`src/rtl/rwlm_pkg.sv`:
```
// Shared types and constants for the reader-writer lock manager.
package rwlm_pkg;

   localparam logic [1:0] ACT_NEW     = 2'd0;
   localparam logic [1:0] ACT_ACQUIRE = 2'd1;
   localparam logic [1:0] ACT_RELEASE = 2'd2;

   localparam logic [2:0] ST_OK       = 3'd0;
   localparam logic [2:0] ST_QUEUED   = 3'd1;
   localparam logic [2:0] ST_NOTFOUND = 3'd2;
   localparam logic [2:0] ST_FULL     = 3'd3;
   localparam logic [2:0] ST_NOTHELD  = 3'd4;

   localparam logic KIND_FINAL = 1'b0;
   localparam logic KIND_WAKE  = 1'b1;

   localparam logic [8:0] RC_MAX = 9'd511;

   typedef struct packed {
      logic [1:0] action;
      logic [4:0] lock_id;
      logic       lock_mode;
      logic [7:0] process_id;
   } req_type;

   typedef struct packed {
      logic       kind;
      logic [2:0] status;
      logic [4:0] result_lock;
      logic [7:0] woken_process;
      logic       woken_mode;
      logic       last;
   } rsp_type;

   typedef enum logic [1:0] {
      BE_IDLE,
      BE_LOOK,
      BE_DRAIN,
      BE_FINAL
   } be_state_type;

endpackage

```
`src/rtl/rwlm_front.sv`:
```
// Front end: accepts request beats into a short queue toward the back end.
module rwlm_front #(
   parameter int DEPTH = 2
) (
   input  logic              clock,
   input  logic              reset,
   input  logic              req_valid,
   output logic              req_stall,
   input  rwlm_pkg::req_type req_data,
   output logic              q_valid,
   input  logic              q_take,
   output rwlm_pkg::req_type q_data
);
   localparam int AW = (DEPTH > 1) ? $clog2(DEPTH) : 1;

   rwlm_pkg::req_type mem_ff [DEPTH];
   logic [AW-1:0] wp_ff, wp_in, rp_ff, rp_in;
   logic [AW:0]   cnt_ff, cnt_in;
   logic push, pop;

   assign req_stall = (cnt_ff == (AW+1)'(DEPTH));
   assign push = req_valid && !req_stall;
   assign pop  = q_take && q_valid;
   assign q_valid = (cnt_ff != '0);
   assign q_data = mem_ff[rp_ff];

   always_comb begin
      wp_in = wp_ff;
      rp_in = rp_ff;
      if (push) begin
         wp_in = (wp_ff == AW'(DEPTH-1)) ? '0 : wp_ff + 1'b1;
      end
      if (pop) begin
         rp_in = (rp_ff == AW'(DEPTH-1)) ? '0 : rp_ff + 1'b1;
      end
      cnt_in = cnt_ff + (AW+1)'(push) - (AW+1)'(pop);
   end

   always_ff @(posedge clock) begin
      if (reset) begin
         wp_ff  <= '0;
         rp_ff  <= '0;
         cnt_ff <= '0;
      end else begin
         wp_ff  <= wp_in;
         rp_ff  <= rp_in;
         cnt_ff <= cnt_in;
      end
      if (push) begin
         mem_ff[wp_ff] <= req_data;
      end
   end
endmodule

```
`src/rtl/rwlm_back.sv`:
```
// Back end: lock table, waiter queues and result sequencing.
module rwlm_back #(
   parameter int NUM_LOCKS   = 16,
   parameter int QUEUE_DEPTH = 8,
   parameter int PID_BITS    = 8
) (
   input  logic              clock,
   input  logic              reset,
   input  logic              q_valid,
   output logic              q_take,
   input  rwlm_pkg::req_type q_data,
   output logic              rsp_valid,
   input  logic              rsp_stall,
   output rwlm_pkg::rsp_type rsp_data
);
   localparam int LW = (NUM_LOCKS > 1) ? $clog2(NUM_LOCKS) : 1;
   localparam int NW = $clog2(NUM_LOCKS + 1);
   localparam int QW = (QUEUE_DEPTH > 1) ? $clog2(QUEUE_DEPTH) : 1;
   localparam int CW = $clog2(QUEUE_DEPTH + 1);
   localparam int MD = NUM_LOCKS * QUEUE_DEPTH;
   localparam int MW = (MD > 1) ? $clog2(MD) : 1;

   rwlm_pkg::be_state_type st_ff, st_in;

   logic [NW-1:0] nlock_ff, nlock_in;
   logic [8:0]    rc_ff [NUM_LOCKS];
   logic          wh_ff [NUM_LOCKS];
   logic [QW-1:0] wh_head_ff [NUM_LOCKS];
   logic [CW-1:0] wc_ff [NUM_LOCKS];
   logic [QW-1:0] rd_head_ff [NUM_LOCKS];
   logic [CW-1:0] rcnt_ff [NUM_LOCKS];
   logic [PID_BITS-1:0] wq_mem [MD];
   logic [PID_BITS-1:0] rq_mem [MD];
   logic [PID_BITS-1:0] rq_rd_ff, wq_rd_ff;

   rwlm_pkg::req_type cur_ff;
   logic [LW-1:0]     ix_ff;

   rwlm_pkg::rsp_type out_ff;
   logic              out_v_ff;
   logic              out_free;

   // Decoded view of the current request (registered at take).
   logic          found;
   logic [LW-1:0] ix_w;
   logic [LW-1:0] ix_q, ix_rd;
   logic [8:0]    rc_c;
   logic [8:0]    rc_base;
   logic          wh_c;
   logic [CW-1:0] wc_c, rcn_c;
   logic [QW-1:0] wh_h, rd_h;
   logic [QW-1:0] w_tail, r_tail;

   assign out_free = !out_v_ff || !rsp_stall;
   assign rsp_valid = out_v_ff;
   assign rsp_data = out_ff;
   assign q_take = (st_ff == rwlm_pkg::BE_IDLE) && q_valid;

   assign ix_w  = LW'(cur_ff.lock_id - 5'd1);
   assign ix_q  = LW'(q_data.lock_id - 5'd1);
   assign ix_rd = (st_ff == rwlm_pkg::BE_IDLE) ? ix_q : ix_w;
   assign found = (cur_ff.lock_id != 5'd0) && ({27'd0, cur_ff.lock_id} <= 32'(nlock_ff));
   assign rc_c  = rc_ff[ix_ff];
   assign wc_c  = wc_ff[ix_ff];
   assign wh_c  = wh_ff[ix_ff];
   assign rcn_c = rcnt_ff[ix_ff];
   assign wh_h  = wh_head_ff[ix_ff];
   assign rd_h  = rd_head_ff[ix_ff];

   function automatic logic [QW-1:0] qadd(input logic [QW-1:0] h, input logic [CW-1:0] c);
      logic [QW+CW:0] s;
      s = (QW+CW+1)'(h) + (QW+CW+1)'(c);
      if (s >= (QW+CW+1)'(QUEUE_DEPTH)) begin
         s = s - (QW+CW+1)'(QUEUE_DEPTH);
      end
      return QW'(s);
   endfunction

   assign w_tail = qadd(wh_h, wc_c);
   assign r_tail = qadd(rd_h, rcn_c);

   function automatic logic [MW-1:0] maddr(input logic [LW-1:0] i, input logic [QW-1:0] p);
      return MW'(32'(i) * QUEUE_DEPTH + 32'(p));
   endfunction

   // Look-stage decisions.
   logic       lk_fin, lk_wake_w, lk_drain;
   logic [2:0] lk_status;
   logic       lk_enq_w, lk_enq_r, lk_rc_inc, lk_rc_dec, lk_wh_set, lk_wh_clr;
   logic       lk_new;
   logic       freed;

   always_comb begin
      lk_status = rwlm_pkg::ST_OK;
      lk_enq_w = 1'b0; lk_enq_r = 1'b0; lk_rc_inc = 1'b0; lk_rc_dec = 1'b0;
      lk_wh_set = 1'b0; lk_wh_clr = 1'b0; lk_new = 1'b0;
      lk_wake_w = 1'b0; lk_drain = 1'b0; freed = 1'b0;
      lk_fin = 1'b1;
      if (cur_ff.action == rwlm_pkg::ACT_NEW) begin
         if (32'(nlock_ff) >= NUM_LOCKS) begin
            lk_status = rwlm_pkg::ST_FULL;
         end else begin
            lk_new = 1'b1;
         end
      end else if (cur_ff.action != rwlm_pkg::ACT_ACQUIRE &&
                   cur_ff.action != rwlm_pkg::ACT_RELEASE) begin
         lk_status = rwlm_pkg::ST_FULL;
      end else if (!found) begin
         lk_status = rwlm_pkg::ST_NOTFOUND;
      end else if (cur_ff.action == rwlm_pkg::ACT_ACQUIRE) begin
         if (wh_c || wc_c != '0 || (cur_ff.lock_mode && rc_c != 9'd0)) begin
            if (cur_ff.lock_mode) begin
               if (32'(wc_c) >= QUEUE_DEPTH) lk_status = rwlm_pkg::ST_FULL;
               else begin lk_status = rwlm_pkg::ST_QUEUED; lk_enq_w = 1'b1; end
            end else begin
               if (32'(rcn_c) >= QUEUE_DEPTH) lk_status = rwlm_pkg::ST_FULL;
               else begin lk_status = rwlm_pkg::ST_QUEUED; lk_enq_r = 1'b1; end
            end
         end else if (!cur_ff.lock_mode) begin
            if (rc_c >= rwlm_pkg::RC_MAX) lk_status = rwlm_pkg::ST_FULL;
            else lk_rc_inc = 1'b1;
         end else begin
            lk_wh_set = 1'b1;
         end
      end else begin
         if (!cur_ff.lock_mode) begin
            if (rc_c == 9'd0) lk_status = rwlm_pkg::ST_NOTHELD;
            else begin
               lk_rc_dec = 1'b1;
               freed = (rc_c == 9'd1) && !wh_c;
            end
         end else begin
            if (!wh_c) lk_status = rwlm_pkg::ST_NOTHELD;
            else begin
               lk_wh_clr = 1'b1;
               freed = (rc_c == 9'd0);
            end
         end
         if (freed) begin
            if (wc_c != '0) begin
               lk_wake_w = 1'b1;
               lk_fin = 1'b0;
            end else if (rcn_c != '0) begin
               lk_drain = 1'b1;
               lk_fin = 1'b0;
            end
         end
      end
   end

   assign rc_base = (st_ff == rwlm_pkg::BE_LOOK && lk_rc_dec) ? rc_c - 9'd1 : rc_c;

   // Next state.
   always_comb begin
      st_in = st_ff;
      unique case (st_ff)
         rwlm_pkg::BE_IDLE:  if (q_valid) st_in = rwlm_pkg::BE_LOOK;
         rwlm_pkg::BE_LOOK: begin
            if (out_free) begin
               priority if (lk_fin) st_in = rwlm_pkg::BE_IDLE;
               else if (lk_wake_w || rcn_c == CW'(1)) st_in = rwlm_pkg::BE_FINAL;
               else st_in = rwlm_pkg::BE_DRAIN;
            end
         end
         rwlm_pkg::BE_DRAIN: if (out_free && rcn_c == CW'(1)) st_in = rwlm_pkg::BE_FINAL;
         rwlm_pkg::BE_FINAL: if (out_free) st_in = rwlm_pkg::BE_IDLE;
         default: st_in = rwlm_pkg::BE_IDLE;
      endcase
   end

   // Output beat and table updates.
   rwlm_pkg::rsp_type out_in;
   logic              out_v_in;
   logic              load;

   always_comb begin
      out_in = out_ff;
      out_v_in = out_v_ff && rsp_stall;
      load = 1'b0;
      nlock_in = nlock_ff;
      unique case (st_ff)
         rwlm_pkg::BE_LOOK: begin
            if (out_free) begin
               load = 1'b1;
               if (lk_new) nlock_in = nlock_ff + 1'b1;
               if (lk_wake_w) begin
                  out_in = '{rwlm_pkg::KIND_WAKE, rwlm_pkg::ST_OK, cur_ff.lock_id,
                             8'(wq_rd_ff), 1'b1, 1'b0};
               end else if (lk_drain) begin
                  out_in = '{rwlm_pkg::KIND_WAKE, rwlm_pkg::ST_OK, cur_ff.lock_id,
                             8'(rq_rd_ff), 1'b0, 1'b0};
               end else begin
                  out_in = '{rwlm_pkg::KIND_FINAL, lk_status,
                             lk_new ? 5'(nlock_in) :
                             (cur_ff.action == rwlm_pkg::ACT_NEW ? 5'd0 : cur_ff.lock_id),
                             8'd0, 1'b0, 1'b1};
               end
            end
         end
         rwlm_pkg::BE_DRAIN: begin
            if (out_free) begin
               load = 1'b1;
               out_in = '{rwlm_pkg::KIND_WAKE, rwlm_pkg::ST_OK, cur_ff.lock_id,
                          8'(rq_rd_ff), 1'b0, 1'b0};
            end
         end
         rwlm_pkg::BE_FINAL: begin
            if (out_free) begin
               load = 1'b1;
               out_in = '{rwlm_pkg::KIND_FINAL, rwlm_pkg::ST_OK, cur_ff.lock_id,
                          8'd0, 1'b0, 1'b1};
            end
         end
         default: ;
      endcase
      if (load) out_v_in = 1'b1;
   end

   // Queue read ports: head of the addressed lock, or next reader while draining.
   logic [QW-1:0] rd_next;
   assign rd_next = (rd_h == QW'(QUEUE_DEPTH-1)) ? '0 : rd_h + 1'b1;

   always_ff @(posedge clock) begin
      if (st_ff == rwlm_pkg::BE_IDLE) begin
         cur_ff <= q_data;
         ix_ff  <= ix_q;
      end
      if ((st_ff == rwlm_pkg::BE_DRAIN ||
           (st_ff == rwlm_pkg::BE_LOOK && lk_drain)) && out_free) begin
         rq_rd_ff <= rq_mem[maddr(ix_ff, rd_next)];
      end else begin
         rq_rd_ff <= rq_mem[maddr(ix_rd, rd_head_ff[ix_rd])];
      end
      wq_rd_ff <= wq_mem[maddr(ix_rd, wh_head_ff[ix_rd])];
      if (st_ff == rwlm_pkg::BE_LOOK && out_free && lk_enq_w) begin
         wq_mem[maddr(ix_ff, w_tail)] <= PID_BITS'(cur_ff.process_id);
      end
      if (st_ff == rwlm_pkg::BE_LOOK && out_free && lk_enq_r) begin
         rq_mem[maddr(ix_ff, r_tail)] <= PID_BITS'(cur_ff.process_id);
      end
      out_ff <= out_in;
   end

   always_ff @(posedge clock) begin
      if (reset) begin
         st_ff    <= rwlm_pkg::BE_IDLE;
         out_v_ff <= 1'b0;
         nlock_ff <= '0;
         for (int i = 0; i < NUM_LOCKS; i++) begin
            rc_ff[i] <= '0; wh_ff[i] <= 1'b0;
            wh_head_ff[i] <= '0; wc_ff[i] <= '0;
            rd_head_ff[i] <= '0; rcnt_ff[i] <= '0;
         end
      end else begin
         st_ff    <= st_in;
         out_v_ff <= out_v_in;
         nlock_ff <= nlock_in;
         if (st_ff == rwlm_pkg::BE_LOOK && out_free) begin
            if (lk_enq_w) wc_ff[ix_ff] <= wc_c + 1'b1;
            else if (lk_wake_w) begin
               wh_head_ff[ix_ff] <= (wh_h == QW'(QUEUE_DEPTH-1)) ? '0 : wh_h + 1'b1;
               wc_ff[ix_ff] <= wc_c - 1'b1;
            end
            if (lk_enq_r) rcnt_ff[ix_ff] <= rcn_c + 1'b1;
            if (lk_rc_inc) rc_ff[ix_ff] <= rc_c + 1'b1;
            else if (lk_rc_dec && !lk_drain) rc_ff[ix_ff] <= rc_c - 1'b1;
            if (lk_wh_set || lk_wake_w) wh_ff[ix_ff] <= 1'b1;
            else if (lk_wh_clr) wh_ff[ix_ff] <= 1'b0;
         end
         if ((st_ff == rwlm_pkg::BE_DRAIN ||
              (st_ff == rwlm_pkg::BE_LOOK && lk_drain)) && out_free) begin
            rd_head_ff[ix_ff] <= rd_next;
            rcnt_ff[ix_ff] <= rcn_c - 1'b1;
            if (rc_base < rwlm_pkg::RC_MAX) rc_ff[ix_ff] <= rc_base + 1'b1;
         end
      end
   end
endmodule

```
`src/rtl/reader_writer_lock_manager.sv`:
```
// Top level of the reader-writer lock manager with writer preference.
//
//   channel | direction | handshake          | payload
//   req     | in        | req_valid/stall    | rwlm_pkg::req_type
//   rsp     | out       | rsp_valid/stall    | rwlm_pkg::rsp_type
//
// A request beat is registered into the back end and decided in the look state; its
// first result beat is then registered at the output, followed in turn by any further
// wake notices and the closing status, each held while the output stalls. A release that
// wakes n readers gives n + 1 beats. The back end handles one request at a time.
// Reset clears the lock table and queue pointers.
// A stalled result beat holds the back end; the front queue takes two more beats.
module reader_writer_lock_manager #(
   parameter int NUM_LOCKS   = 16,
   parameter int QUEUE_DEPTH = 8,
   parameter int PID_BITS    = 8
) (
   input  logic              clock,
   input  logic              reset,
   input  logic              req_valid,
   output logic              req_stall,
   input  rwlm_pkg::req_type req_data,
   output logic              rsp_valid,
   input  logic              rsp_stall,
   output rwlm_pkg::rsp_type rsp_data
);
   logic              q_valid, q_take;
   rwlm_pkg::req_type q_data;

   rwlm_front #(.DEPTH(2)) u_front (
      .clock, .reset, .req_valid, .req_stall, .req_data,
      .q_valid, .q_take, .q_data
   );

   rwlm_back #(
      .NUM_LOCKS(NUM_LOCKS), .QUEUE_DEPTH(QUEUE_DEPTH), .PID_BITS(PID_BITS)
   ) u_back (
      .clock, .reset, .q_valid, .q_take, .q_data,
      .rsp_valid, .rsp_stall, .rsp_data
   );
endmodule

```
`config.mk`:
```
export PLATFORM = sky130hd
export DESIGN_NAME = reader_writer_lock_manager
export DESIGN_NICKNAME = d
export VERILOG_FILES = /design/src/rtl/rwlm_pkg.sv /design/src/rtl/rwlm_front.sv /design/src/rtl/rwlm_back.sv /design/src/rtl/reader_writer_lock_manager.sv
export SDC_FILE = /design/constraint.sdc
export NUM_CORES = 2
export LEC_CHECK = 0
export BUFFER_PORTS_ARGS = -buffer_cell sky130_fd_sc_hd__buf_2
export CORE_MARGIN = 2
export CORE_UTILIZATION = 50
export CTS_BUF_LIST = sky130_fd_sc_hd__clkbuf_8 sky130_fd_sc_hd__clkbuf_16
export DETAILED_ROUTE_END_ITERATION = 8
export PLACE_DENSITY = 0.65
export SLEW_MARGIN = 20
export SYNTH_ARGS = -nofsm -noshare
export SYNTH_HDL_FRONTEND = slang
export SYNTH_SLANG_ARGS = --single-unit
```
`constraint.sdc`:
```
create_clock -name clock -period 18.2 [get_ports clock]
set_input_delay 3.64 -clock clock [delete_from_list [all_inputs] [get_ports clock]]
set_output_delay 3.64 -clock clock [all_outputs]
set_load 0.005 [all_outputs]
```
After elaboration in Yosys (flattened, before gate mapping). Memory sizes are Yosys's and may differ from the RTL's. A register that Yosys moved wholly into a read port is not among the register bits. Cells that the tools add are included.

Bits in registers: 59. Bits in writable memories: 2464. Output and inout port bits: 21. Memories: 9.

Add/subtract/negate cells: 25. Order comparisons: 8. Equal/unequal tests: 16. Muxes and demuxes: 187. Bitwise logic cells: 5. Reduce and logical (&&, ||, !) cells: 46.

Memory list: u_back.rq_mem (depth 128, width 8, read ports 2, clocked after memory_dff 0, write ports 1, line rwlm_back.sv:33) `logic [PID_BITS-1:0] rq_mem [MD];`; u_back.wq_mem (depth 128, width 8, read ports 1, clocked after memory_dff 1, write ports 1, line rwlm_back.sv:32) `logic [PID_BITS-1:0] wq_mem [MD];`; u_back.rc_ff (depth 16, width 9, read ports 1, clocked after memory_dff 1, write ports 16, line rwlm_back.sv:26) `logic [8:0] rc_ff [NUM_LOCKS];`; u_back.rcnt_ff (depth 16, width 4, read ports 1, clocked after memory_dff 1, write ports 16, line rwlm_back.sv:31) `logic [CW-1:0] rcnt_ff [NUM_LOCKS];`; u_back.wc_ff (depth 16, width 4, read ports 1, clocked after memory_dff 1, write ports 16, line rwlm_back.sv:29) `logic [CW-1:0] wc_ff [NUM_LOCKS];`; u_back.rd_head_ff (depth 16, width 3, read ports 2, clocked after memory_dff 1, write ports 16, line rwlm_back.sv:30) `logic [QW-1:0] rd_head_ff [NUM_LOCKS];`; 3 more memories.

Operator list (number): two-way mux 1 bit (130); two-way mux 19 bit (5); two-way mux 4 bit (17); case mux 19 bit (3 select lines) (1); two-way mux 3 bit (16); two-way mux 9 bit (4); adder 7 x 3 -> 7 bit (5); adder 9 x 1 -> 9 bit, second input constant (2); two-way mux 2 bit (9); logical AND 1 bit (16); subtractor 4 x 1 -> 4 bit, second input constant (4); two-way mux 5 bit (3); != test 2 x 1 -> 1 bit, second input constant (6); adder 3 x 4 -> 5 bit (2); >= comparator 5 x 4 -> 1 bit, second input constant (2); == test 9 x 1 -> 1 bit, second input constant (1); >= comparator 9 bit, second input constant (1); zero test 9 bit (1); < comparator 9 bit, second input constant (1); nonzero test 9 bit (1); OR reduction 3 bit (3); OR reduction 9 bit (1); subtractor 9 x 1 -> 9 bit, second input constant (1); adder 4 x 1 -> 4 bit, second input constant (2); 28 further kinds (53).

Longest topological paths before layout.
Depth in word-level cells: 24. Depth in mapped cells: 23. Mapped depth without buffers: 18.

By module. From an unflattened synthesis, not the netlist that was laid out.

Cells, all modules: 9076. Area total of the unflattened synthesis: 114115.7 um^2.

By module, submodules not included: rwlm_back (times used 1, cells each 8999, area an instance 112724.4 um^2, sequential area each 74761.7 um^2); rwlm_front (times used 1, cells each 77, area an instance 1391.3 um^2, sequential area each 1061.0 um^2).

Worst setup path after synthesis. No wires, ideal clock.

Kind: register to register. Start: register with a tool-made name. End: register u_back.rq_rd_ff[2]. Arrival: 6.862 ns. Required time: 18.070 ns. Slack: 11.209 ns. Stages on the path, launching flop included: 23. Path buffers: 12. Period minus slack after synthesis: 6.991 ns. Path through: dfxtp_1 buf_6 buf_6 buf_6 buf_4 buf_6 buf_1 buf_2 mux4_2 mux4_2 ha_1 clkbuf_1 buf_2 buf_1 clkbuf_1 clkbuf_1 mux4_2 nand2_1 o21ai_0 a211oi_1 a21oi_1 o21ai_0 o211ai_1.

RTL lines: to (signal assigned) (line rwlm_back.sv:230) `rq_rd_ff <= rq_mem[maddr(ix_ff, rd_next)];`; to (signal assigned) (line rwlm_back.sv:232) `rq_rd_ff <= rq_mem[maddr(ix_rd, rd_head_ff[ix_rd])];`; to (decl) (line rwlm_back.sv:34) `logic [PID_BITS-1:0] rq_rd_ff, wq_rd_ff;`.

==> flow_summary.toml <==
[outcome]
run_status = "finished with violations"
violations = "DRC"

[detailed_routing]
remaining_drc_errors = 4
via_count = 74800
drt-initial-drc-count = 11100
vias_per_cell = 6.56
drt_pass1_iterations = 9
route.antenna.remaining_nets = 0
post_drt_wl_per_cell_um = 29.9
drt_wl_total_mm = 341

[clock_network]
root_buffer = "sky130_fd_sc_hd__clkbuf_16"
clock_insertion_delay_worst_skew_ns = 0.96
post_cts_buffers = 0
cts-resized-gates = 0
cts_tree = "built"
htree_num_levels = 5
numCtsBuffers = 283
clock_tree.buffer_depth = 4
post_cts_hold_buffer_count = 0
worst_setup_hold_path_clk_slew_ns = 0.06
cts.sinks = 2536

[critical_path]
worst-endpoint-required_ns = 18.98
arrival_time_reported_for_the_critical_path_endpoint_ns = 10.75
type_of_destination_of_the_critical_path = "register"
path_class = "register to register"
path_max_fanout = 59
critical_path.startpoint_type = "register"

[floorplan]
std_cell_rows = 174
die_y_um = 479
floorplan.initialDensity_pct = 50.2
area_enclosed_by_the_die_boundary_mm2 = 0.229
die-width_um = 479
core-area_mm2 = 0.225
ioPinCount = 41

[sta]
grt_setup_unrepaired = "false"
finalMaxSlewViolations = 0
final_hold_viol_count = 0
fin_crit_ns = 9.97
final.setup_skew_ns = 0.0707
timing_worst_slew_pin_value_ns = 1.26
max_slew_margin_pct = 13.8
finalCritPeriodShare_pct = 54.8
setup-violations-final = 0
clock.fmax_mhz = 100
fin_tns_setup_ns = 0

[flow_run]
drv.max_cap_violation_count = 0

[placement]
dpl_wire_length_mm = 203
port_buffers = 40
gpl.final_weighted_congestion = 0.939

[synthesis]
synth_cell_types = 90
syn-instance-count = 8340
synth.ff_latch_count = 2536
synth.yosys.seq_area_share_pct = 67.2
dominantRegCellSynth = "sky130_fd_sc_hd__edfxtp_1"
synth-edff-count = 2503
cell_area_synth_mm2 = 0.113
postSynthNetCount = 8392
ys_async_sr_fraction_pct = 0
yosysWarningCount = 0
syn_avg_cell_area_um2 = 13.5

[worst_hold_path]
hp-class = "register to register"

[cells_and_area]
layout-drive-gt1-share_pct = 13.2
area_delta_synth_final_pct = 10.5
layout.nets = 8253
fillers = 17800

[global_routing]
number_of_global_route_vias_before_repair = 71900
overflow = 0
number_of_antenna_violations_at_the_first_check_in_global_routing = 11
grt_use_total_pct = 29.1
grt_pass1_wl_mm = 493
grt_max_degree = 173
## Yosys cell counts, types with 81 or more instances
library cell / instances / area share (%)
sky130_fd_sc_hd__edfxtp_1: 2503 / 67
sky130_fd_sc_hd__nand2_1: 1778 / 5.9
sky130_fd_sc_hd__nor2_1: 642 / 2.1
sky130_fd_sc_hd__nand3_1: 555 / 2.5
sky130_fd_sc_hd__clkbuf_1: 386 / 1.3
sky130_fd_sc_hd__mux4_2: 379 / 7.6
sky130_fd_sc_hd__mux2i_1: 338 / 3.0
sky130_fd_sc_hd__buf_2: 148 / 0.66
sky130_fd_sc_hd__nand4_1: 132 / 0.73
sky130_fd_sc_hd__nor3_1: 128 / 0.57
sky130_fd_sc_hd__a311oi_1: 121 / 0.94
sky130_fd_sc_hd__a32oi_1: 117 / 0.91
sky130_fd_sc_hd__a31oi_1: 111 / 0.62
sky130_fd_sc_hd__and3_1: 109 / 0.60
sky130_fd_sc_hd__a21oi_1: 87 / 0.39
sky130_fd_sc_hd__buf_1: 84 / 0.28
sky130_fd_sc_hd__o21bai_1: 81 / 0.54
## critical path, stage by stage, from the launching register on
cell and delay [ns]:
sky130_fd_sc_hd__dfxtp_1 0.94, sky130_fd_sc_hd__mux2i_2 0.79, sky130_fd_sc_hd__ha_1 0.45, sky130_fd_sc_hd__or3b_2 0.58, sky130_fd_sc_hd__nand2_2 0.48, sky130_fd_sc_hd__a211oi_1 0.42, sky130_fd_sc_hd__a311oi_1 0.08, sky130_fd_sc_hd__or3_1 0.56
sky130_fd_sc_hd__nand2_4 0.64, sky130_fd_sc_hd__buf_4 0.79, sky130_fd_sc_hd__buf_4 0.89, sky130_fd_sc_hd__mux2i_1 0.28, sky130_fd_sc_hd__o22ai_1 0.15, sky130_fd_sc_hd__nor4_1 0.99, sky130_fd_sc_hd__a31oi_1 0.49, sky130_fd_sc_hd__a2111oi_0 0.89
sky130_fd_sc_hd__o21ai_0 0.20
## cell usage in the layout, fill, tap and decap left out, drive strengths merged, types with 121 or more instances in the layout
cell    instances
a311oi        121
buf           209
clkbuf        297
edfxtp       2503
mux2i         338
mux4          379
nand2        1778
nand3         571
nand4         132
nor2          644
nor3          129
## cell families after synthesis
| kind of cell | Yosys count | synth area share, % |
|---|---|---|
| XOR/XNOR | 45 | 0.383 |
| multiplexers | 748 | 10.9 |
| AO/OA/AOI/OAI | 831 | 5.40 |
| buffers and inverters | 680 | 2.51 |
| AND/OR/NAND/NOR | 3468 | 13.3 |
| adder cells (fa/ha/maj) | 32 | 0.368 |
| flip-flops | 2536 | 67.2 |
## flip-flops by register name (all words and copies together), names as in the netlist, named ones only
register and count:
u_back.rq_mem 1024, u_back.wq_mem 1024, u_back.rc_ff 144, u_back.rcnt_ff 64, u_back.wc_ff 64, u_back.rd_head_ff 48
u_back.wh_head_ff 48, u_front.mem_ff 32, u_back.rsp_data 19, u_back.cur_ff 16, u_back.wh_ff 16, u_back.rq_rd_ff 8
u_back.wq_rd_ff 8, u_back.nlock_ff 5, u_back.ix_ff 4, u_front.cnt_ff 2, u_back.rsp_valid 1, u_back.st_ff 1
u_front.rp_ff 1, u_front.wp_ff 1
## worst paths after layout
| path | start | end | slack [ns] | depth (start not counted) |
|---|---|---|---|---|
| min | u_front.rp_ff | register | 0.52 | 2 |
| max | register | u_back.wq_rd_ff[4] | 8.23 | 16 |
| min reg2reg | u_front.rp_ff | register | 0.52 | 2 |
| max reg2reg | register | u_back.wq_rd_ff[4] | 8.23 | 16 |
## area by class of cell
| class | instances | area (um^2) | area share (%) |
|---|---|---|---|
| sequential | 2536 | 75800 | 60.8 |
| multi-input combinational | 5124 | 34600 | 27.7 |
| clock buffer | 297 | 7350 | 5.90 |
| tap | 2992 | 3740 | 3.00 |
| timing repair buffer | 209 | 1610 | 1.29 |
| clock inverter | 184 | 1410 | 1.13 |
| inverter | 47 | 179 | 0.143 |
| antenna | 3 | 7.51 | 0.00602 |
## routing by layer
layer  vias up  GRT usage, %  share of wire, %
li1      31400             -                 -
met1     37600          40.5                38
met2      4959          43.9                45
met3       799          7.56                12
met4         6          12.0               4.5
met5         -             0            0.0097
## stage by stage
step                      area (um^2)  setup WS [ns]  hold slack, ns  std cells  utilization (%)
after global placement         116000           9.03           0.496      10900             51.6
after CTS                      125000           8.61           0.511      11400             55.5
after floorplan                113000          11.21           0.480       8340                -
final                          125000           8.23           0.517      11400             55.5
after detailed placement       116000           8.61           0.477      10900             51.6
after global routing           125000           7.99           0.551      11400             55.5
Power is left out: the tool's default activity adds up to more than one toggle a clock period on the data nets, which glitch-free logic cannot reach.
